## config.mk

```make
export PLATFORM = sky130hd
export DESIGN_NAME = usb_split_completion_tracker_top
export DESIGN_NICKNAME = d
export VERILOG_FILES = /design/src/hw/rtl/ust_pkg.sv /design/src/hw/rtl/usb_split_completion_tracker_top.sv /design/src/hw/rtl/ust_decide.sv
export SDC_FILE = /design/constraint.sdc
export NUM_CORES = 1
export LEC_CHECK = 0
export ABC_AREA = 1
export BUFFER_PORTS_ARGS = -buffer_cell sky130_fd_sc_hd__buf_2
export CAP_MARGIN = 20
export CORE_MARGIN = 2
export CORE_UTILIZATION = 40
export DETAILED_ROUTE_END_ITERATION = 16
export PLACE_DENSITY = 0.69
export SYNTH_ARGS = -nofsm -noshare
export SYNTH_HDL_FRONTEND = slang
export SYNTH_SLANG_ARGS = --single-unit
```

## constraint.sdc

```tcl
create_clock -name clk -period 4.8 [get_ports clk]
set_clock_uncertainty 0.15 [all_clocks]
set_input_delay 0.48 -clock clk [delete_from_list [all_inputs] [get_ports clk]]
set_output_delay 0.48 -clock clk [all_outputs]
set_load 0.1 [all_outputs]
```

## src/hw/rtl/ust_pkg.sv

```systemverilog
`default_nettype none
// ----------------------------------------------------------------------------
// ust_pkg: shared types and constants of the split completion tracker
// holds register codes, action codes, beat structs and the attempt-end rule
// ----------------------------------------------------------------------------
package ust_pkg;

  localparam int unsigned ATT_W   = 4;
  localparam int unsigned SPLIT_W = 8;
  localparam int unsigned POLL_W  = 17;

  // register indexes on the config port
  localparam logic [1:0] REG_RETRY_LIMIT       = 2'd0;
  localparam logic [1:0] REG_SPLIT_RETRY_LIMIT = 2'd1;
  localparam logic [1:0] REG_SPLIT_MODE        = 2'd2;
  localparam logic [1:0] REG_POLL_LIMIT        = 2'd3;

  localparam logic [ATT_W-1:0]   RETRY_LIMIT_RST       = 4'd5;
  localparam logic [SPLIT_W-1:0] SPLIT_RETRY_LIMIT_RST = 8'd100;
  localparam logic               SPLIT_MODE_RST        = 1'b0;
  localparam logic [POLL_W-1:0]  POLL_LIMIT_RST        = 17'd100000;

  typedef enum logic [2:0] {
    ACT_WAIT      = 3'd0,
    ACT_ENTER_CS  = 3'd1,
    ACT_REPEAT_CS = 3'd2,
    ACT_RESTART   = 3'd3,
    ACT_SUCCESS   = 3'd4,
    ACT_FAILURE   = 3'd5,
    ACT_IDLE      = 3'd6
  } ust_action_t;

  typedef struct packed {
    logic [ATT_W-1:0]   retry_limit;
    logic [SPLIT_W-1:0] split_retry_limit;
    logic               split_mode;
    logic [POLL_W-1:0]  poll_limit;
  } ust_cfg_t;

  typedef struct packed {
    logic               in_complete_phase;
    logic [SPLIT_W-1:0] split_retry_count;
    logic [ATT_W-1:0]   attempt_count;
    logic [POLL_W-1:0]  polls_left;
    logic               busy;
  } ust_state_t;

  typedef struct packed {
    logic func;
    logic xfer_done;
    logic halted;
    logic got_ack;
    logic got_nyet;
    logic got_nak;
    logic got_stall;
    logic xact_error;
    logic babble_error;
    logic bus_error;
  } ust_item_t;

  typedef struct packed {
    ust_action_t action;
    logic        clear_status;
    logic        complete_split;
  } ust_result_t;

  typedef struct packed {
    ust_state_t  st;
    ust_action_t act;
  } ust_ea_t;

  // end of one attempt: restart while attempts remain and the poll limit is nonzero, else fail
  function automatic ust_ea_t ust_end_attempt(ust_state_t s, ust_cfg_t c);
    ust_ea_t          r;
    logic [ATT_W:0]   nxt;
    r     = '{st: s, act: ACT_FAILURE};
    nxt   = {1'b0, s.attempt_count} + {{ATT_W{1'b0}}, 1'b1};
    r.st.attempt_count = nxt[ATT_W-1:0];
    if (nxt < {1'b0, c.retry_limit} && c.poll_limit != '0) begin
      if (c.split_mode) begin
        r.st.in_complete_phase = 1'b0;
      end
      r.st.split_retry_count = '0;
      r.st.polls_left        = c.poll_limit;
      r.act                  = ACT_RESTART;
    end else begin
      r.st.busy = 1'b0;
      r.act     = ACT_FAILURE;
    end
    return r;
  endfunction

endpackage

`default_nettype wire

```

## src/hw/rtl/usb_split_completion_tracker_top.sv

```systemverilog
`default_nettype none
// ----------------------------------------------------------------------------
// usb_split_completion_tracker_top: split transaction completion tracker
// follows one host channel transfer from polled status beats
// ----------------------------------------------------------------------------
// usage
//   in_* stream: one beat per channel status poll, or a start command
//     (in_tuser = 0 starts a transfer, 1 presents a status snapshot)
//   out_* stream: exactly one result beat per input beat, in order, giving
//     the action code, whether to clear channel status and the
//     complete-split bit to drive
//   cfg_* port: register writes land at the clock edge with cfg_we high and
//     act on the next beat decided; write only while no beat is in flight
// path: an accepted beat passes the input register, the decision logic and
//   the result register before it shows on out_*
// throughput: one beat per cycle while out_tready is high; the tracker state
//   updates in the same cycle the decision is made, so consecutive polls chain back to back
// stall: when out_tready is low the result register holds, the input
//   register still fills once, then in_tready drops until the result moves
// reset: rst_n low clears the valid bits of both pipeline registers, the tracker
//   state (idle, counters zero) and loads the register reset values
// ----------------------------------------------------------------------------
module usb_split_completion_tracker_top (
  input  wire logic        clk,
  input  wire logic        rst_n,
  // status stream
  input  wire logic        in_tvalid,
  output logic             in_tready,
  // [0] xfer_done [1] halted [2] got_ack [3] got_nyet [4] got_nak
  // [5] got_stall [6] xact_error [7] babble_error [8] bus_error, rest zero
  input  wire logic [15:0] in_tdata,
  // [0] func
  input  wire logic        in_tuser,
  // result stream
  output logic             out_tvalid,
  input  wire logic        out_tready,
  // [2:0] action [3] clear_status [4] complete_split, rest zero
  output logic [7:0]       out_tdata,
  // register write port
  input  wire logic        cfg_we,
  input  wire logic [1:0]  cfg_index,
  input  wire logic [16:0] cfg_wdata
);
  import ust_pkg::*;

  ust_cfg_t    cfg_r;
  ust_state_t  state_r;
  ust_state_t  state_nxt;
  ust_item_t   item_r;
  logic        item_valid_r;
  ust_result_t res_nxt;
  ust_result_t res_r;
  logic        out_valid_r;
  logic        advance;
  logic        in_beat;

  // result register free or draining this cycle
  assign advance   = !out_valid_r || out_tready;
  assign in_tready = !item_valid_r || advance;
  assign in_beat   = in_tvalid && in_tready;

  // register file
  always_ff @(posedge clk) begin
    if (!rst_n) begin
      cfg_r <= '{retry_limit:       RETRY_LIMIT_RST,
                 split_retry_limit: SPLIT_RETRY_LIMIT_RST,
                 split_mode:        SPLIT_MODE_RST,
                 poll_limit:        POLL_LIMIT_RST};
    end else if (cfg_we) begin
      unique case (cfg_index)
        REG_RETRY_LIMIT:       cfg_r.retry_limit       <= cfg_wdata[ATT_W-1:0];
        REG_SPLIT_RETRY_LIMIT: cfg_r.split_retry_limit <= cfg_wdata[SPLIT_W-1:0];
        REG_SPLIT_MODE:        cfg_r.split_mode        <= cfg_wdata[0];
        REG_POLL_LIMIT:        cfg_r.poll_limit        <= cfg_wdata[POLL_W-1:0];
      endcase
    end
  end

  // input register
  always_ff @(posedge clk) begin
    if (!rst_n) begin
      item_valid_r <= 1'b0;
    end else if (in_tready) begin
      item_valid_r <= in_tvalid;
    end
  end

  always_ff @(posedge clk) begin
    if (in_beat) begin
      item_r <= '{func:         in_tuser,
                  xfer_done:    in_tdata[0],
                  halted:       in_tdata[1],
                  got_ack:      in_tdata[2],
                  got_nyet:     in_tdata[3],
                  got_nak:      in_tdata[4],
                  got_stall:    in_tdata[5],
                  xact_error:   in_tdata[6],
                  babble_error: in_tdata[7],
                  bus_error:    in_tdata[8]};
    end
  end

  ust_decide u_decide (
    .cfg  (cfg_r),
    .cur  (state_r),
    .item (item_r),
    .nxt  (state_nxt),
    .res  (res_nxt)
  );

  // tracker state moves only when a decided beat enters the result register
  always_ff @(posedge clk) begin
    if (!rst_n) begin
      state_r <= '0;
    end else if (item_valid_r && advance) begin
      state_r <= state_nxt;
    end
  end

  // result register
  always_ff @(posedge clk) begin
    if (!rst_n) begin
      out_valid_r <= 1'b0;
    end else if (advance) begin
      out_valid_r <= item_valid_r;
    end
  end

  always_ff @(posedge clk) begin
    if (item_valid_r && advance) begin
      res_r <= res_nxt;
    end
  end

  assign out_tvalid = out_valid_r;
  assign out_tdata  = {3'b000, res_r.complete_split, res_r.clear_status, res_r.action};

  // a decided beat always lands in the result register
  a_beat_to_result : assert property (@(posedge clk) disable iff (!rst_n)
    item_valid_r && advance |=> out_valid_r)
    else $error("decided beat lost before result register");

  // the transfer only ends with a success or failure result
  a_busy_end : assert property (@(posedge clk) disable iff (!rst_n)
    $fell(state_r.busy) |-> out_valid_r &&
      (res_r.action == ACT_SUCCESS || res_r.action == ACT_FAILURE))
    else $error("transfer ended without success or failure");

  // an active transfer always has polls left in its budget
  a_poll_budget : assert property (@(posedge clk) disable iff (!rst_n)
    state_r.busy |-> state_r.polls_left != '0)
    else $error("busy with empty poll budget");

  // no result code beyond idle is ever presented, and the unused upper bits stay zero
  a_action_range : assert property (@(posedge clk) disable iff (!rst_n)
    out_valid_r |-> out_tdata[2:0] != 3'd7 && out_tdata[7:5] == 3'b000)
    else $error("malformed result beat");

endmodule

`default_nettype wire

```

## src/hw/rtl/ust_decide.sv

```systemverilog
`default_nettype none
// ----------------------------------------------------------------------------
// ust_decide: per-beat decision logic
// maps tracker state, registers and one status beat to next state and result
// ----------------------------------------------------------------------------
module ust_decide (
  input  ust_pkg::ust_cfg_t    cfg,
  input  ust_pkg::ust_state_t  cur,
  input  ust_pkg::ust_item_t   item,
  output ust_pkg::ust_state_t  nxt,
  output ust_pkg::ust_result_t res
);
  import ust_pkg::*;

  ust_state_t  st;
  ust_action_t act;
  ust_ea_t     ea_halt;
  ust_ea_t     ea_poll;
  logic        clr;
  logic        consume;
  logic        handled;
  logic        err;
  logic        split_ok;

  assign err      = item.got_stall | item.xact_error | item.babble_error | item.bus_error;
  assign split_ok = cur.split_retry_count < cfg.split_retry_limit;

  always_comb begin
    st      = cur;
    act     = ACT_WAIT;
    clr     = 1'b0;
    consume = 1'b0;
    handled = 1'b0;
    ea_halt = ust_end_attempt(cur, cfg);
    if (!item.func) begin
      st.in_complete_phase = 1'b0;
      st.split_retry_count = '0;
      st.attempt_count     = '0;
      st.polls_left        = cfg.poll_limit;
      st.busy              = 1'b1;
      if (cfg.retry_limit == '0 || cfg.poll_limit == '0) begin
        st.busy = 1'b0;
        act     = ACT_FAILURE;
      end
    end else if (!cur.busy) begin
      act = ACT_IDLE;
    end else if (item.xfer_done) begin
      clr = 1'b1;
      if (cfg.split_mode) begin
        st.in_complete_phase = 1'b0;
      end
      st.busy = 1'b0;
      act     = ACT_SUCCESS;
    end else if (item.halted) begin
      if (cfg.split_mode) begin
        priority if (!cur.in_complete_phase && (item.got_ack || item.got_nyet)) begin
          handled = 1'b1;
          if (split_ok) begin
            clr                  = 1'b1;
            st.in_complete_phase = 1'b1;
            st.split_retry_count = cur.split_retry_count + 1'b1;
            act                  = ACT_ENTER_CS;
            consume              = 1'b1;
          end else begin
            st  = ea_halt.st;
            act = ea_halt.act;
          end
        end else if (cur.in_complete_phase && item.got_nyet) begin
          handled = 1'b1;
          if (split_ok) begin
            clr                  = 1'b1;
            st.split_retry_count = cur.split_retry_count + 1'b1;
            act                  = ACT_REPEAT_CS;
            consume              = 1'b1;
          end else begin
            st  = ea_halt.st;
            act = ea_halt.act;
          end
        end else if (cur.in_complete_phase && item.got_ack) begin
          handled              = 1'b1;
          clr                  = 1'b1;
          st.in_complete_phase = 1'b0;
          st.busy              = 1'b0;
          act                  = ACT_SUCCESS;
        end else if (item.got_nak) begin
          // in split mode the end of attempt drops the phase bit only on a restart, so clear it here
          handled = 1'b1;
          clr     = 1'b1;
          st      = ea_halt.st;
          st.in_complete_phase = 1'b0;
          act     = ea_halt.act;
        end else begin
          handled = 1'b0;
        end
      end else begin
        if (item.got_ack) begin
          handled = 1'b1;
          clr     = 1'b1;
          st.busy = 1'b0;
          act     = ACT_SUCCESS;
        end else if (item.got_nak) begin
          handled = 1'b1;
          clr     = 1'b1;
          st      = ea_halt.st;
          act     = ea_halt.act;
        end
      end
      if (!handled) begin
        clr = 1'b1;
        if (cfg.split_mode) begin
          st.in_complete_phase = 1'b0;
        end
        st.busy = 1'b0;
        act     = err ? ACT_FAILURE : ACT_SUCCESS;
      end
    end else if (err) begin
      clr     = 1'b1;
      st.busy = 1'b0;
      act     = ACT_FAILURE;
    end else begin
      consume = 1'b1;
    end

    // poll budget: the last poll turns the decision into an attempt end
    if (consume && st.polls_left != '0) begin
      st.polls_left = st.polls_left - 1'b1;
    end
    ea_poll = ust_end_attempt(st, cfg);
    if (consume && st.polls_left == '0) begin
      st  = ea_poll.st;
      act = ea_poll.act;
    end

    nxt = st;
    res = '{action: act, clear_status: clr, complete_split: st.in_complete_phase};
  end

endmodule

`default_nettype wire

```

## Word-level counts from Yosys, hierarchy flattened

Index checks and enable logic that the tools add are counted.

- Add/sub/neg operators: 4
- Magnitude comparators: 3
- Equal/unequal tests: 3
- Multiplexer cells: 80
- Bitwise gates (word level): 3
- Reduce and logical (&&, ||, !) cells: 27

Operator list:

| operator | number |
|---|---|
| $mux 31 | 8 |
| $mux 30 | 2 |
| $mux 29 | 2 |
| $mux 3 | 18 |
| $mux 17 | 3 |
| $mux 1 | 42 |
| $logic_not 17->1 | 2 |
| $reduce_bool 17->1 | 2 |
| $mux 9 | 3 |
| $mux 22 | 1 |
| $sub 17x1->17 const B | 1 |
| $add 4x1->5 const B | 2 |
| $lt 5x4->1 | 2 |
| $reduce_and 2->1 | 5 |
| $logic_and 1x1->1 | 9 |
| $add 8x1->8 const B | 1 |
| $lt 8x8->1 | 1 |
| $mux 8 | 1 |
| $eq 2x2->1 const B | 2 |
| $logic_not 4->1 | 1 |
| $logic_or 1x1->1 | 4 |
| $logic_not 1->1 | 3 |
| $or 1x1->1 | 3 |
| $eq 2x1->1 const B | 1 |
| $logic_not 2->1 | 1 |

- Register bits after elaboration: 78
- Input port bits: 41
- Output and inout bits: 10
- Logic and storage cells: 144

## Depth between registers and ports, before layout

Gate-level depths: netlist (run 1).

- Depth after elaboration: 21
- Depth in mapped cells: 37
- Mapped depth without buffers: 35

## By module

Synthesis (run 1) repeated with hierarchy kept, for this count alone.

- Cell total of the unflattened synthesis: 1142
- Area, all modules: 6815.3 um^2

By module, submodules not included:

| module | times used | cells each | area each (um^2) | sequential area each (um^2) |
|---|---|---|---|---|
| ust_decide | 1 | 732 | 3656.0 | 0.0 |
| usb_split_completion_tracker_top | 1 | 410 | 3159.3 | 1711.6 |

## Worst setup path before layout (run 1)

No wires, ideal clock.

- Path type: reg2reg
- From: register state_r[19] (netlist bit)
- To: register res_r (netlist bit out_tdata[4]), data pin
- Library setup time: 0.259 ns
- Arrival time: 3.816 ns
- Data required time: 4.391 ns
- Path slack: 0.575 ns
- Stages on the path, launching flop included: 34
- Buffers on the path: 1
- Clock period less this slack: 4.225 ns
- Cells stage by stage: dfxtp_1 > ha_1 > xor2_1 > ha_1 > nand2_1 > nand2_1 > nand3_2 > nand2_2 > nor2_4 > nand2_2 > nor2_2 > nand3_2 > nand2_1 > nand2_1 > nand2_1 > nand2_1 > nand2_1 > ha_1 > nand2_2 > nor2_2 > nand2_2 > nor2_4 > nand3_4 > nand2_4 > buf_6 > nand2_2 > nand2_1 > nand2_1 > nor2_2 > nand2_2 > nor2_4 > nand3_4 > o21ai_0 > inv_1

RTL lines:

| element | line | source |
|---|---|---|
| start, declared | usb_split_completion_tracker_top.sv:47 | `ust_state_t state_r;` |
| start signal, assigned | usb_split_completion_tracker_top.sv:116 | `state_r <= state_nxt;` |
| end signal, assigned | usb_split_completion_tracker_top.sv:131 | `res_r <= res_nxt;` |
| end, declared | usb_split_completion_tracker_top.sv:52 | `ust_result_t res_r;` |

## Final worst setup path (run 1)

- From: register state_r[19] (netlist bit)
- To: register state_r[10] (netlist bit)

- Word-level cells in the longest chain between the ends: 19
- Elaborated cells on any way between the ends: 27
- Those cells by class: add/sub (3); order compare (2); mux (16); reduce/logical (6)

RTL lines:

| element | line | source |
|---|---|---|
| $add 4x1->5 | ust_pkg.sv:77 | `nxt = {1'b0, s.attempt_count} + {{ATT_W{1'b0}}, 1'b1};` |
| $lt 5x4->1 | ust_pkg.sv:79 | `if (nxt < {1'b0, c.retry_limit} && c.poll_limit != '0) begin` |
| $logic_and 1x1->1 | ust_pkg.sv:79 |  |
| $mux 17 | ust_pkg.sv:79 |  |
| $mux 31 | ust_decide.sv:85 | `end else if (item.got_nak) begin` |
| $mux 29 | ust_decide.sv:79 | `end else if (cur.in_complete_phase && item.got_ack) begin` |
| $mux 31 | ust_decide.sv:68 | `end else if (cur.in_complete_phase && item.got_nyet) begin` |
| $mux 31 | ust_decide.sv:56 | `priority if (!cur.in_complete_phase && (item.got_ack \|\| item.got_nyet)) begin` |
| $mux 31 | ust_decide.sv:55 | `if (cfg.split_mode) begin` |
| $mux 30 | ust_decide.sv:54 | `end else if (item.halted) begin` |
| $mux 29 | ust_decide.sv:47 | `end else if (item.xfer_done) begin` |
| $mux 31 * | ust_decide.sv:45 | `end else if (!cur.busy) begin` |
| $mux 31 * | ust_decide.sv:35 | `if (!item.func) begin` |
| branches (longest 5 deep; another with $sub 17x1->17) | -- |  |
| $mux 31 * | ust_decide.sv:129 | `if (consume && st.polls_left == '0) begin` |

Mark *: on every way between the ends.
A chain may end at the register's enable or synchronous reset.

==> results.md, run 1 <==
* I/O Buffers at 40
* TritonCTS buffer count at 9
* Worst Hold Class: input port to flip-flop
* Initial DRC count at 543
* Worst r2r src: state_r[19]
* Worst setup path start: state_r[19]
* Minimum clock period at around 4.6 ns
* Placed Cells at about 1100
* Die Span X at 126 um
* Yosys cell types at 51
* DRT Pass-1 Iters at 5
* Normalized max-slew margin at 0.380
* Post-synth top area share at 0.211
* Setup TNS at 0 ns
* Mapped Cells at 933
* Final #Nets at 1042
* Slowest-stage cell, CP: dfxtp_4
* Cell Area, Synth at 0.00598 mm^2
* EDFF count, synth at 15
* Clock Sinks at ~80
* Reg2Reg Setup Slack at 0.21 ns
* Dpl ws at around 0.15 ns
* Top_reg_cell synth: dfxtp_1
* Met1 Usage GRT at 0.320
* Antenna violations before repair at 0
* Final non-filler cell total at 1173
* Flops & latches, synth at 78
* Routed WL at about 18000 um
* Clock Tree Buf Depth at 2
* Leakage power at ~3.2 nW
* M2 GR Usage at 0.339
* Number of routed nets with antenna violations at 0
* Final setup vio count at 0
* Placed wire-length estimate at 13100 um
* Outcome: finished, final reports clean
* Final Cycle Share at 0.956
* Total die area at around 0.016 mm^2
* Worst Path Max Fanout at 16
* Vias at ~6300
* WL per Instance at 15.1 um
* Worst setup path end: state_r[10]
* Asr flop ratio synth at 0
* Slowest stage delay, CP at 0.38 ns
* Via density at roughly 5.4
* Cell accounting for the most synthesized area: dfxtp_1
* Vias in the first global route at 5698
* Synth cell count leaders: nand2_1, inv_1, a21oi_1, nand3_1, dfxtp_1
* Clock root cell: clkbuf_16
* TritonCTS clock tree: done
* Slew Limit Fails at 0
* CP Data Required Time at 4.92 ns
* Max Clk Rate at 218 MHz
* Final Hold Fails at 0
* FF-to-FF path depth at 31
* Fraction of layout cells with a size suffix above 1 at 0.163
* Actual slew at the worst max-slew pin at 0.929 ns
* First-pass GRT wire length at 28600 um
* Rows at 44
* GP Congestion at 0.936
* Largest net degree at the start of global routing at 38
* Synth-to-Final Area Change at 14.9%
* Total track usage at 0.222
* Crit Path Category: flip-flop to flip-flop
* Diode count at 0
* P per Cell Area at 261 mW/mm^2
* Most frequent cell after synthesis: nand2_1
* Max VDD drop at about 240 uV
* Core ar. at between 0.01 and 0.015 mm^2
* H-tree depth at 3
* Die Y at 126 um
* Syn_area_per_cell at 6.41 um^2
* Synth area leaders: dfxtp_1, nand2_1, edfxtp_1, inv_1, a21oi_1
* Worst r2r dst: state_r[10]
* Sequential share of the synthesized area at 0.286
* Busiest grt layer: met2
* Setup crit end kind: flip-flop
* Hold_buf cts at 0
* Starting density of the core at 0.410
* Hold Slack at 0.153 ns
* Grt met3 use at 0.0401
* PnR worst setup slack at 0.213 ns
* Synth warnings at 0
* Reg clk slew, reported paths at 0.07 ns
* Remaining Overflow, GRT at 0
* Max Cap Viol at 0
* Setup crit start kind: flip-flop
* Power Total at 1.80 mW
* Worst Path Arrival at 4.70 ns
* Clk Latency, worst-skew pair at around 0.36 ns
* # IOs at 51
* DRC at 0
-- metal layers --
metal,wire [um],share of wire,up-vias
met1,8340,0.47,2886
li1,-,-,3164
met2,7610,0.43,268
met5,0,0,-
met3,1330,0.075,31
met4,410,0.023,0
-- through the flow --
stage               area (um^2)   util
floorplan                  5990      -
global placement           6410  0.440
detailed placement         6410  0.440
CTS                        6720  0.461
global route               6880  0.471
finish                     6880  0.471
-- state kept, by name, summed over array words and instances (netlist names) --
name and flops:
state_r 31, cfg_r 30, item_r 10, out_tdata 5, item_valid_r 1, out_tvalid 1
-- cell usage in the layout, fill, tap and decap left out, drive strengths merged, types with 4 or more instances in the layout --
| cell | instances |
|---|---|
| dfxtp | 63 |
| edfxtp | 15 |
| o22ai | 5 |
| clkbuf | 9 |
| nor3 | 9 |
| o21ai | 53 |
| a221oi | 5 |
| buf | 77 |
| o2111ai | 4 |
| xor2 | 12 |
| o211ai | 6 |
| ha | 17 |
| nand2 | 269 |
| nand4 | 26 |
| nor2 | 76 |
| nand3 | 93 |
| inv | 131 |
| a21oi | 88 |
-- how the worst min path moves through the flow --
stage	startpoint	endpoint	slack (ns)	cells after the start
2_1_floorplan	cfg_r[19]	cfg_r[19]	0.29	2
3_3_place_gp	state_r[15]	state_r[15]	0.30	2
3_5_place_dp	state_r[2]	state_r[2]	0.31	2
4_1_cts	in_tdata[2]	item_r[6]	0.15	1
5_1_grt	in_tdata[0]	item_r[8]	0.15	1
6_report	in_tdata[2]	item_r[6]	0.15	1
-- kinds of logic (layout without fill, tap and decap cells) --
kind of cell             after synthesis  after routing  synth area share
AND/OR/NAND/NOR                      481            481             0.375
AO/OA/AOI/OAI                        175            175             0.165
buffers and inverters                167            221             0.118
flip-flops                            78             78             0.286
adder cells (fa/ha/maj)               17             17            0.0355
XOR/XNOR                              14             14            0.0205
other                                  1              3          0.000627
-- report_power, final --
part	total, mW	switching, mW	internal (mW)
logic	0.362	0.251	0.112
registers	0.716	0.0195	0.697
clock network	0.719	0.308	0.411
total	1.80	0.578	1.22
-- worst max-delay path, delay by kind of cell, from the launching register on --
family,cells,cell delay (ns)
and+or+nand+nor,24,2.62
DFF,1,0.38
buffers and inverters,2,0.27
adders and majority gates,2,0.55
AOI/OAI and AO/OA,2,0.31
xor gates and xnor gates,1,0.21
-- final cells by class --
class	instances	area (um^2)
Clock buffer	9	225
Clock inverter	7	81.3
Fill cell	1469	7710
Inverter	128	483
Multi-Input combinational cell	690	3640
Sequential cell	78	1720
Tap cell	184	230
Timing Repair Buffer	77	493
-- repair_timing --
| action | in CTS | in global routing |
|---|---|---|
| setup endpoints to repair | 0 | 34 |
| buffers inserted | 0 | 9 |
| resized for setup | 0 | 24 |
(Power assumes the default switching activity.)
==> run 2: changes to the inputs <==
--- a/config.mk
+++ b/config.mk
@@ -10,8 +10,8 @@
 export CAP_MARGIN = 20
 export CORE_MARGIN = 2
 export CORE_UTILIZATION = 40
+export CTS_CLUSTER_DIAMETER = 150
 export DETAILED_ROUTE_END_ITERATION = 16
-export PLACE_DENSITY = 0.69
 export SYNTH_ARGS = -nofsm -noshare
 export SYNTH_HDL_FRONTEND = slang
 export SYNTH_SLANG_ARGS = --single-unit
==> results.md, run 2 (same netlist as run 1, synthesis figures left out) <==
* Worst Hold Class: input port to flip-flop
* Worst r2r src: state_r[19]
* Clock Tree Buf Depth at 2 (unchanged)
* Multi-input logic area at 0.00366 mm^2 (+0.62%)
* Final #Nets at 1052 (+0.96%)
* First-pass GRT wire length at 29200 um (+2.0%)
* Worst Path Buf+Inv at 3 (+1)
* Crit Path Category: flip-flop to flip-flop
* Hold Path End: item_r[7]
* Critical path depth at 31 (unchanged)
* Final Hold Fails at 0 (unchanged)
* Outcome: finished, final reports clean
* GP Congestion at 0.949 (+1.4%)
* Total track usage at 0.231 (+0.00936)
* Actual slew at the worst max-slew pin at 0.970 ns (+0.0403 ns)
* Die Y at 126 um (unchanged)
* DRT Pass-1 Iters at 5 (unchanged)
* Diode count at 0 (unchanged)
* DRC at 0 (unchanged)
* Clock root cell: clkbuf_16
* Normalized max-slew margin at 0.353 (-0.0269)
* Minimum clock period at 4.47 ns (-0.119 ns)
* Final instance area at 0.00697 mm^2 (+1.4%)
* CP Data Required Time at 4.93 ns (about the same)
* Setup crit start kind: flip-flop
* Routed WL at 18500 um (+4.4%)
* Die Span X at 126 um (unchanged)
* Fill cells at 1569 (+6.8%)
* Max Clk Rate at 224 MHz (+2.7%)
* Slowest stage delay, CP at 0.38 ns (about the same)
* Setup crit end kind: flip-flop
* WL per Instance at 15.6 um (+3.5%)
* Fin util at 0.478 (+0.00652)
* Leakage power at 3.22 nW (+1.7%)
* Hold path depth at 1 (unchanged)
* Vias in the first global route at 5447 (-4.4%)
* Core ar. at 0.0146 mm^2 (unchanged)
* I/O Buffers at 40 (unchanged)
* Largest net degree at the start of global routing at 38 (unchanged)
* Max FFs per register at 31 (unchanged)
* Slowest-stage cell, CP: dfxtp_4
* Synth-to-Final Area Change at 16.5%
* HP Start: in_tdata[1]
* Commonest cells after routing, fill and taps aside: nand2_1, inv_1, a21oi_1
* Max Cap Viol at 0 (unchanged)
* Total die area at 0.0160 mm^2 (unchanged)
* Reg clk slew, reported paths at 0.07 ns (about the same)
* P per Cell Area at 256 mW/mm^2 (-2.1%)
* CP delay by family, top: simple AND/OR/NAND/NOR gates
* # IOs at 51 (unchanged)
* TritonCTS buffer count at 9 (unchanged)
* Initial DRC count at 633 (+17%)
* Via density at 5.32 (-1.8%)
* Placed inst area at 0.00650 mm^2 (+1.4%)
* Reg2Reg Setup Slack at 0.33 ns (+0.12 ns)
* Number of routed nets with antenna violations at 0 (unchanged)
* Most used cell, CP: nand2_1
* Max VDD drop at 219 uV (-7.9%)
* Worst setup path start: state_r[19]
* Placed wire-length estimate at 13700 um (+4.5%)
* Worst Path Arrival at 4.59 ns (-0.11 ns)
* Slew Limit Fails at 0 (unchanged)
* FF-to-FF path depth at 31 (unchanged)
* Final Cycle Share at 0.931 (-0.0248)
* TritonCTS clock tree: done
* Leading cell type in the layout, fill and taps excluded: nand2_1
* Worst Path Max Fanout at 16 (unchanged)
* Clk Latency, worst-skew pair at 0.35 ns (about the same)
* Worst r2r dst: state_r[3]
* Hold_buf cts at 0 (unchanged)
* FF+latch area at 0.00172 mm^2 (unchanged)
* Clock Sinks at 78 (unchanged)
* H-tree depth at 3 (unchanged)
* Largest registers: state_r (31), cfg_r (30), item_r (10)
* Starting density of the core at 0.410 (unchanged)
* Final setup vio count at 0 (unchanged)
* Fraction of layout cells with a size suffix above 1 at 0.175 (+0.0124)
* Rows at 44 (unchanged)
* Vias at 6288 (-0.96%)
* Antenna violations before repair at 0 (unchanged)
* Remaining Overflow, GRT at 0 (unchanged)
* Biggest register: state_r
[run 2: changes by cell type in the layout (fill, tap and decap cells not counted), sizes merged]
cell    previous run  this run
buf               77        87
clkbuf             9        11
inv              131       129
bufinv             1         0
clkinv             2         3
[run 2: layout make-up]
type | count | area share
well taps | 184 | 0.0330
clock inverters | 5 | 0.00556
flip-flops and latches | 78 | 0.247
repair buffers | 87 | 0.0817
inverters | 128 | 0.0693
multi-input cells | 690 | 0.526
clock buffers | 11 | 0.0379
[run 2: timing repair]
item	in CTS	in global routing
setup endpoints to repair	0	35
resized for setup	0	27
setup buffers	0	9
[run 2: worst max path at each step]
stage / end / slack (ns)
5_1_grt: state_r[8] / -0.02
2_1_floorplan: out_tdata[4] / 0.57
3_5_place_dp: out_tdata[4] / 0.08
4_1_cts: out_tdata[4] / 0.05
6_report: state_r[3] / 0.33
3_3_place_gp: state_r[16] / 0.14
[run 2: metrics by stage]
stage | power (mW) | TNS (ns) | hold WS, ns | cells | setup slack, ns
global route | 1.86 | -0.0190 | 0.149 | 1183 | -0.0190
global placement | 1.08 | 0 | 0.304 | 1158 | 0.135
finish | 1.78 | 0 | 0.154 | 1183 | 0.332
CTS | 1.78 | 0 | 0.148 | 1174 | 0.0467
floorplan | 0.981 | 0 | 0.285 | 935 | 0.575
detailed placement | 1.08 | 0 | 0.310 | 1158 | 0.0783
[run 2: worst reg2reg max path: cells and delay by family (launching register included)]
family | cells | cell delay [ns]
buffers and inverters | 3 | 0.36
AND/OR/NAND/NOR | 23 | 2.46
flip-flops | 1 | 0.38
adder cells (fa/ha/maj) | 2 | 0.54
XOR/XNOR | 1 | 0.21
AO/OA/AOI/OAI | 2 | 0.28
[run 2: report_power, final]
group / total (mW) / switching, mW / internal (mW)
Sequential: 0.716 / 0.0186 / 0.697
Clock: 0.700 / 0.302 / 0.399
Combinational: 0.368 / 0.255 / 0.112
[run 2: metal layers]
metal  track usage  share of wire  vias up
li1              -              -     3205
met1         0.359           0.49     2882
met2         0.333           0.43      188
met3        0.0312          0.068       13
met4        0.0627          0.011        0
met5             0              0        -
==> run 3: changes to the inputs <==
==> constraint.sdc (replaced) <==
create_clock -name clk -period 5.2 [get_ports clk]
set_clock_uncertainty 0.15 [all_clocks]
set_input_delay 0.52 -clock clk [delete_from_list [all_inputs] [get_ports clk]]
set_output_delay 0.52 -clock clk [all_outputs]
set_load 0.1 [all_outputs]
==> results.md, run 3 (same netlist as run 1, synthesis figures left out) <==
* Max VDD drop at 255 uV (+16%)
* H-tree depth at 3 (unchanged)
* Die Y at 126 um (unchanged)
* Final setup vio count at 0 (unchanged)
* Fraction of layout cells with a size suffix above 1 at 0.139 (-0.0358)
* Biggest register: state_r
* Final Cycle Share at 0.919 (-0.0112)
* Net Sw Frac at 0.310 (-0.0132)
* Largest net degree at the start of global routing at 38 (unchanged)
* Int Pwr at 1.15 mW (-4.5%)
* Max FFs per register at 31 (unchanged)
* Remaining Overflow, GRT at 0 (unchanged)
* Leading cell type in the layout, fill and taps excluded: nand2_1
* FF-to-FF path depth at 34 (+9.7%)
* Die Span X at 126 um (unchanged)
* Worst Path Buf+Inv at 3 (unchanged)
* Clk Latency, worst-skew pair at 0.35 ns (about the same)
* Max Clk Rate at 209 MHz (-6.6%)
* Slowest stage delay, CP at 0.43 ns (+0.05 ns)
* Diode count at 0 (unchanged)
* GP Congestion at 0.926 (-2.3%)
* Largest registers: state_r (31), cfg_r (30), item_r (10)
* Routed WL at 18100 um (-2.0%)
* Clock Tree Buf Depth at 2 (unchanged)
* Antenna violations before repair at 0 (unchanged)
* Synth-to-Final Area Change at 12.4%
* Worst Path Arrival at 4.91 ns (+0.32 ns)
* RSZ-0062 raised after global routing: no
* Worst setup path end: state_r[3]
* Worst r2r dst: state_r[3]
* Core ar. at 0.0146 mm^2 (unchanged)
* Starting density of the core at 0.410 (unchanged)
* Clock power frac at 0.411 (+0.018)
* Vias in the first global route at 5542 (+1.7%)
* Final #Nets at 1029 (-2.2%)
* CP Data Required Time at 5.32 ns (+0.39 ns)
* Placed wire-length estimate at 13500 um (-1.7%)
* Via density at 5.26 (-0.97%)
* TritonCTS clock tree: done
* Worst r2r src: state_r[18]
* DRC at 0 (unchanged)
* Total track usage at 0.232 (+0.00151)
* Number of routed nets with antenna violations at 0 (unchanged)
* Critical path depth at 34 (+9.7%)
* Slowest-stage cell, CP: dfxtp_1
* Hold Slack at 0.192 ns (+0.0377 ns)
* DRT Pass-1 Iters at 5 (unchanged)
* # IOs at 51 (unchanged)
* First-pass GRT wire length at 29700 um (+1.6%)
* Worst Hold Class: input port to flip-flop
* Total die area at 0.0160 mm^2 (unchanged)
* Reg clk slew, reported paths at 0.06 ns (about the same)
* Rows at 44 (unchanged)
* Setup crit end kind: flip-flop
* Logic pwr share at 0.192 (-0.014)
* Leakage power at 3.10 nW (-3.7%)
* Slew Limit Fails at 0 (unchanged)
* Register share of total power at 0.397 (-0.004)
* Commonest cells after routing, fill and taps aside: nand2_1, inv_1, a21oi_1, nand3_1, dfxtp_1
* Most used cell, CP: nand2_1
* Initial DRC count at 655 (+3.5%)
* Hold_buf cts at 0 (unchanged)
* Psw at 0.517 mW (-10%)
* Setup crit start kind: flip-flop
* Outcome: finished, final reports clean
* WL per Instance at 15.6 um (about the same)
* I/O Buffers at 40 (unchanged)
* CP delay by family, top: simple AND/OR/NAND/NOR gates
* Final Hold Fails at 0 (unchanged)
* Worst setup path start: state_r[18]
* Vias at 6106 (-2.9%)
* P per Cell Area at 248 mW/mm^2 (-2.9%)
* Crit Path Category: flip-flop to flip-flop
* Clock root cell: clkbuf_16
* Setup TNS at 0 ns (unchanged)
* Normalized max-slew margin at 0.354 (+0.00125)
* Worst Path Max Fanout at 14 (-2)
* Minimum clock period at 4.78 ns (+0.314 ns)
* TritonCTS buffer count at 9 (unchanged)
* Clock Sinks at 78 (unchanged)
* Max Cap Viol at 0 (unchanged)
* Actual slew at the worst max-slew pin at 0.968 ns (-0.00187 ns)
* Reg2Reg Setup Slack at 0.42 ns (+0.09 ns)
==> run 3: cell count changes in the layout (fill, tap and decap cells not counted), moves of 2 or more <==
cell,delta
nand2_2,-4
nand2_1,+5
dfxtp_4,-2
ha_1,+2
nand3_2,-2
nor2_1,+2
buf_4,-21
nand3_1,+2
dfxtp_1,+2
==> run 3: per-layer routing <==
metal,part of all wire,vias to the layer above,GRT usage
li1,-,3163,-
met1,0.49,2714,0.346
met2,0.42,207,0.345
met3,0.073,22,0.0493
met4,0.013,0,0.0511
met5,0,-,0.00929
==> run 3: area by class of cell <==
cell class | instances | area [um^2]
tap | 184 | 230
fill | 1524 | 7860
timing repair buffer | 64 | 380
multi-input combinational | 690 | 3590
clock inverter | 5 | 62.6
clock buffer | 11 | 264
inverter | 128 | 483
sequential | 78 | 1710
==> run 3: worst min path at each step <==
stage	from	end	slack, ns	depth (start not counted)
final	in_tdata[6]	item_r[2]	0.19	1
after global routing	in_tdata[2]	item_r[6]	0.19	1
after CTS	in_tdata[6]	item_r[2]	0.19	1
after detailed placement	state_r[2]	state_r[2]	0.31	2
after global placement	cfg_r[21]	cfg_r[21]	0.30	2
after floorplan	cfg_r[19]	cfg_r[19]	0.29	2
==> run 3: power by group through the flow <==
stage               Sequential [mW]  Clock [mW]  Combinational (mW)
finish                        0.664       0.686               0.321
global route                  0.667       0.724               0.358
CTS                           0.664       0.699               0.316
detailed placement            0.677           0               0.315
global placement              0.677           0               0.315
floorplan                     0.687           0               0.218
==> run 3: worst reg2reg max path: cells and delay by family (launching register included) <==
| kind | cells | cell delay, ns |
|---|---|---|
| simple gates | 26 | 2.32 |
| fa+ha+maj | 3 | 0.78 |
| buf+inv | 3 | 0.63 |
| flops | 1 | 0.43 |
| xor+xnor | 1 | 0.24 |
| compound gates | 1 | 0.15 |
==> run 3: stage by stage <==
| stage | utilization | power [mW] | instance area [um^2] | worst slack [ns] | cells |
|---|---|---|---|---|---|
| 6_report | 0.461 | 1.67 | 6730 | 0.419 | 1160 |
| 5_1_grt | 0.461 | 1.75 | 6730 | 0.0141 | 1160 |
| 4_1_cts | 0.460 | 1.68 | 6710 | 0.267 | 1160 |
| 3_5_place_dp | 0.437 | 0.992 | 6380 | 0.296 | 1144 |
| 3_3_place_gp | 0.437 | 0.992 | 6380 | 0.342 | 1144 |
| 2_1_floorplan | - | 0.905 | 5990 | 0.975 | 935 |
==> run 3: timing repair <==
action	CTS	global route
buffers inserted	0	0
gates resized for setup	0	4
endpoints found under the setup margin	0	32
